[src/rtl/fdr_sqrt_pipe.sv]
`timescale 1ns / 1ps
// fdr_sqrt_pipe: pipelined floor square root, one root bit per stage.
// Standalone; radicand is 2*R_W bits wide.
module fdr_sqrt_pipe #(
  parameter int unsigned R_W    = 30,
  parameter int unsigned SIDE_W = 1
) (
  input  logic              clk_i,
  input  logic              rst_ni,
  input  logic              en_i,
  input  logic              valid_i,
  input  logic [2*R_W-1:0]  rad_i,
  input  logic [SIDE_W-1:0] side_i,
  output logic              valid_o,
  output logic [R_W-1:0]    root_o,
  output logic [SIDE_W-1:0] side_o
);

  localparam int unsigned V_W = 2 * R_W;

  logic              vld_q  [R_W];
  logic [R_W+1:0]    rem_q  [R_W];
  logic [R_W-1:0]    root_q [R_W];
  logic [V_W-1:0]    low_q  [R_W];
  logic [SIDE_W-1:0] side_q [R_W];

  for (genvar k = 0; k < R_W; k++) begin : g_stage
    logic              vld_in;
    logic [R_W+1:0]    rem_in;
    logic [R_W-1:0]    root_in;
    logic [V_W-1:0]    low_in;
    logic [SIDE_W-1:0] side_in;
    logic [R_W+3:0]    shifted;
    logic [R_W+3:0]    trial;
    logic [R_W+3:0]    diff;
    logic              take;

    if (k == 0) begin : g_first
      assign vld_in  = valid_i;
      assign rem_in  = '0;
      assign root_in = '0;
      assign low_in  = rad_i;
      assign side_in = side_i;
    end else begin : g_next
      assign vld_in  = vld_q[k-1];
      assign rem_in  = rem_q[k-1];
      assign root_in = root_q[k-1];
      assign low_in  = low_q[k-1];
      assign side_in = side_q[k-1];
    end

    assign shifted = {rem_in, low_in[V_W-1:V_W-2]};
    assign trial   = {2'b00, root_in, 2'b01};
    assign take    = shifted >= trial;
    assign diff    = shifted - trial;

    always_ff @(posedge clk_i or negedge rst_ni) begin
      if (!rst_ni) begin
        vld_q[k] <= 1'b0;
      end else if (en_i) begin
        vld_q[k] <= vld_in;
      end
    end

    // remainder never exceeds 2*root, so it fits R_W+2 bits
    always_ff @(posedge clk_i) begin
      if (en_i) begin
        rem_q[k]  <= take ? diff[R_W+1:0] : shifted[R_W+1:0];
        root_q[k] <= {root_in[R_W-2:0], take};
        low_q[k]  <= low_in << 2;
        side_q[k] <= side_in;
      end
    end
  end

  assign valid_o = vld_q[R_W-1];
  assign root_o  = root_q[R_W-1];
  assign side_o  = side_q[R_W-1];

endmodule
[config.mk]
export PLATFORM = sky130hd
export DESIGN_NAME = fdr_sqrt_pipe
export DESIGN_NICKNAME = d
export VERILOG_FILES = /design/src/rtl/fdr_sqrt_pipe.sv
export SDC_FILE = /design/constraint.sdc
export NUM_CORES = 2
export LEC_CHECK = 0
export ABC_AREA = 1
export BUFFER_PORTS_ARGS = -buffer_cell sky130_fd_sc_hd__buf_2
export CAP_MARGIN = 20
export CORE_UTILIZATION = 40
export CTS_BUF_LIST = sky130_fd_sc_hd__clkbuf_16
export CTS_CLUSTER_DIAMETER = 80
export DETAILED_ROUTE_END_ITERATION = 8
export GPL_TIMING_DRIVEN = 0
export PLACE_DENSITY = 0.6
export SYNTH_ARGS = -nofsm -noshare
export SYNTH_HDL_FRONTEND = slang
export SYNTH_SLANG_ARGS = --single-unit
[constraint.sdc]
create_clock -name clk_i -period 2.3 [get_ports clk_i]
set_input_delay 0.46 -clock clk_i [delete_from_list [all_inputs] [get_ports clk_i]]
set_output_delay 0.46 -clock clk_i [all_outputs]
set_load 0.005 [all_outputs]
==> results.ini <==
[run_status]
status=complete, but fails checks
violations=DRC, setup timing

[critical_path]
end_kind=flop
r2r_slack_ns=-0.10
cp_data_arrival_time_ns=3.02
path_class=flop to flop
startpoint_type=flop
r2r_end=rem_q[21][21]
rr_worst_depth=12
r2r_start=rem_q[20][7]
path_max_fanout=6
worst_ep_required_time_ns=2.92

[clocking]
cts_tree=built
clock-sinks=2277
numCtsBuffers=273
clock_path_buffers=4
clock_latency_ns=0.91
cts-root-buf=clkbuf_16
cts-htree-levels=5
clk_pin_slew_ns=0.06

[yosys]
synth_mux_area_share_pct=0.0181
synth_edf_count=2247
synth_top_family_by_area=simple AND/OR/NAND/NOR gates
synth_top_area_share_pct=54.4
synth_seq_cells=2277
yosys_warnings=0
synthXorXnorAreaFrac_pct=2.65
syn-num-nets=14851
avgSynthCellArea_um2=8.69
synth_cell_types=57
synthesis.instances=14290
synth_compound_area_share_pct=4.04
netlist_area_um2=124000
synth-main-ff-cell=edfxtp_1
synth-simple-area-share_pct=25.0
async_reset_ff_share_pct=1.32
synthAdderAreaFrac_pct=5.00
synth_top_area_cell=edfxtp_1
synthTopCellsByArea=edfxtp_1, nand2_1, inv_1
ys_seq_area_share_pct=55.0

[sta]
finalHoldViolCount=0
slew-limit-headroom_pct=26.7
whs_ns=0.101
max_freq_mhz=416
setup_violations=81
fin_crit_sh_pct=105
fin_ws_ns=-0.105
drv_slew=0
finClkSkew_ns=0.0592
rsz0062_at_grt=true
worst_pin_slew_ns=1.10
min_period_ns=2.40

[placement]
portBuffers=96
place_hpwl_mm=247
postPlaceCellArea_um2=130000
gp_congestion=0.935

[cells_and_area]
fin_nets=16031
area.growth.synth_to_final_pct=26.6
postLayoutCellArea_um2=157000
drive_gt1_share_pct=20.7
nFillCells=28429

[global_routing]
antenna_found_initial=2
grt_pass1_vias=91121
grt_overflow=0
grt_pass1_wl_mm=514
grt_use_total_pct=20.9
grt_max_degree=178

[route]
dr.pass1.iters=9
drc=20
ant_nets=0
drt_iter0_drc=7510
drt-vias-per-instance=4.88
wire_per_inst_um=17.2
vias=96741
totalWireLength_mm=341

[worst_hold_path]
hold-path-endpoint=low_q[9][52]
hold_path_depth=1
hold_start=en_i
hold_class=input pin to flop

[die]
die_area_um2=313000
ioPinCount=97
die-width_um=559
core_um2=309000
placementRows=204
die_y_um=559
start_util_pct=40.2

[power_and_ir_drop]
switching_power_mw=43.4
leakage_nw=69.5
power_mw=135
pwr-share-seq_pct=41.0
switching_share_pct=32.2
cellPowerDensity_nw_per_um2=856
p_comb_share_pct=26.6
pwr-share-clk_pct=32.4
internal_power_mw=91.2
peakVddDrop_v=0.000930

[flow_run]
maxCapViolCount=0

-- kinds of logic (layout without fill, tap and decap cells) --
| kind of cell | Yosys count | in the layout |
|---|---|---|
| xor gates and xnor gates | 376 | 376 |
| buffers and inverters | 2670 | 4065 |
| DFF | 2277 | 2277 |
| other | 1 | 4 |
| muxes | 2 | 2 |
| and+or+nand+nor | 7521 | 7522 |
| AOI/OAI and AO/OA | 947 | 947 |
| adders and majority gates | 496 | 496 |
-- worst max-delay path: stages (launching register included) --
cell and delay, ns:
edfxtp_1 0.49, ha_4 0.29, nand2_4 0.10, inv_1 0.05, nand2_1 0.07, nand2_2 0.07
nand3b_1 0.24, nand3_2 0.15, nand3_4 0.17, buf_4 0.19, buf_8 0.13, nand3_1 0.11
nand2_4 0.08
-- worst max path at each step --
| stage | cells after the start | endpoint | slack, ns | start |
|---|---|---|---|---|
| floorplan | 12 | rem_q[4][16] | 0.19 | rem_q[3][1] |
| global placement | 1 | low_q[0][11] | -35.80 | en_i |
| detailed placement | 9 | g_stage[8].vld_in | -3.42 | en_i |
| CTS | 11 | rem_q[13][0] | -0.18 | root_q[12][12] |
| global route | 12 | rem_q[21][21] | -0.20 | rem_q[20][7] |
| finish | 12 | rem_q[21][21] | -0.10 | rem_q[20][7] |
-- synthesized netlist by cell type (all sizes together) (119+ instances only) --
cell    count
a21oi     554
edfxtp   2247
ha        496
inv      2543
nand2    4861
nand3     784
nand4     193
nor2     1247
nor3      186
o21ai     319
xnor2     119
xor2      257
-- cell usage in the layout (no fill, tap or decap), drive strengths merged, types with 2 or more instances in the layout --
master	synthesis	layout
nand2	4861	4862
a31oi	5	5
nor4	20	20
clkinv	1	99
buf	114	926
xor2	257	257
nand3	784	784
nand2b	2	2
o21a	6	6
nor2	1247	1247
dlygate4sd3	0	64
o211ai	4	4
xnor2	119	119
or2	46	46
inv	2543	2612
o21bai	36	36
bufbuf	0	11
mux2	2	2
clkbuf	12	306
and2	43	43
dfrtp	30	30
ha	496	496
clkinvlp	0	15
nor3b	9	9
a21oi	554	554
nand4	193	193
bufinv	0	32
and3	17	17
nand3b	112	112
a21o	9	9
edfxtp	2247	2247
diode	0	3
nor3	186	186
o2111ai	2	2
a21boi	11	11
o21ai	319	319
-- per-stage QoR --
| step | TNS, ns | setup WS, ns | utilization, % | std cells |
|---|---|---|---|---|
| finish | -3.20 | -0.105 | 50.9 | 19809 |
| global route | -15.97 | -0.203 | 50.9 | 19807 |
| CTS | -3.90 | -0.178 | 48.1 | 19444 |
| detailed placement | -2122.12 | -3.42 | 42.2 | 18520 |
| global placement | - | -35.80 | 42.0 | 18506 |
| floorplan | 0 | 0.193 | - | 14290 |
-- timing repair --
action | 4_1_cts | 5_1_grt
setup endpoints to repair | 1616 | 828
cloned | 19 | 21
gates resized for setup | 1006 | 1486
hold buffers | 65 | 0
buffers inserted | 353 | 345
pin swaps | 211 | 432
endpoints found under the hold margin | 158 | 0
-- registers in the layout, indices dropped and copies added, names as in the netlist --
name / count
low_q: 870
side_q: 30
valid_o: 1
root_q: 465
g_stage.vld_in: 29
rem_q: 882
-- area by class of cell --
class / count / area, µm² / area share, %
diodes: 3 / 7.51 / 0.00478
clock buffers: 277 / 6930 / 4.41
clock inverters: 214 / 2250 / 1.43
repair buffers: 912 / 8000 / 5.09
well taps: 4120 / 5150 / 3.28
flip-flops and latches: 2277 / 68200 / 43.4
plain buffers: 118 / 1460 / 0.926
multi-input cells: 9344 / 55500 / 35.3
inverters: 2544 / 9640 / 6.14
-- metal layers --
| layer | global-route usage [%] | vias up | part of all wire (%) |
|---|---|---|---|
| met3 | 2.02 | 601 | 4.5 |
| met2 | 35.4 | 2338 | 48 |
| li1 | - | 48551 | - |
| met5 | 0 | - | 0.0038 |
| met4 | 6.66 | 2 | 3.4 |
| met1 | 28.1 | 45249 | 45 |
-- power groups by stage --
| stage | Clock (mW) | Sequential, mW | Combinational [mW] |
|---|---|---|---|
| final | 43.6 | 55.1 | 35.8 |
| after global routing | 46.5 | 55.5 | 39.6 |
| after CTS | 45.0 | 54.9 | 31.1 |
| after detailed placement | 0 | 55.4 | 27.0 |
| after global placement | 0 | 53.8 | 17.0 |
| after floorplan | 0 | 53.7 | 19.1 |
(Power assumes the default switching activity.)
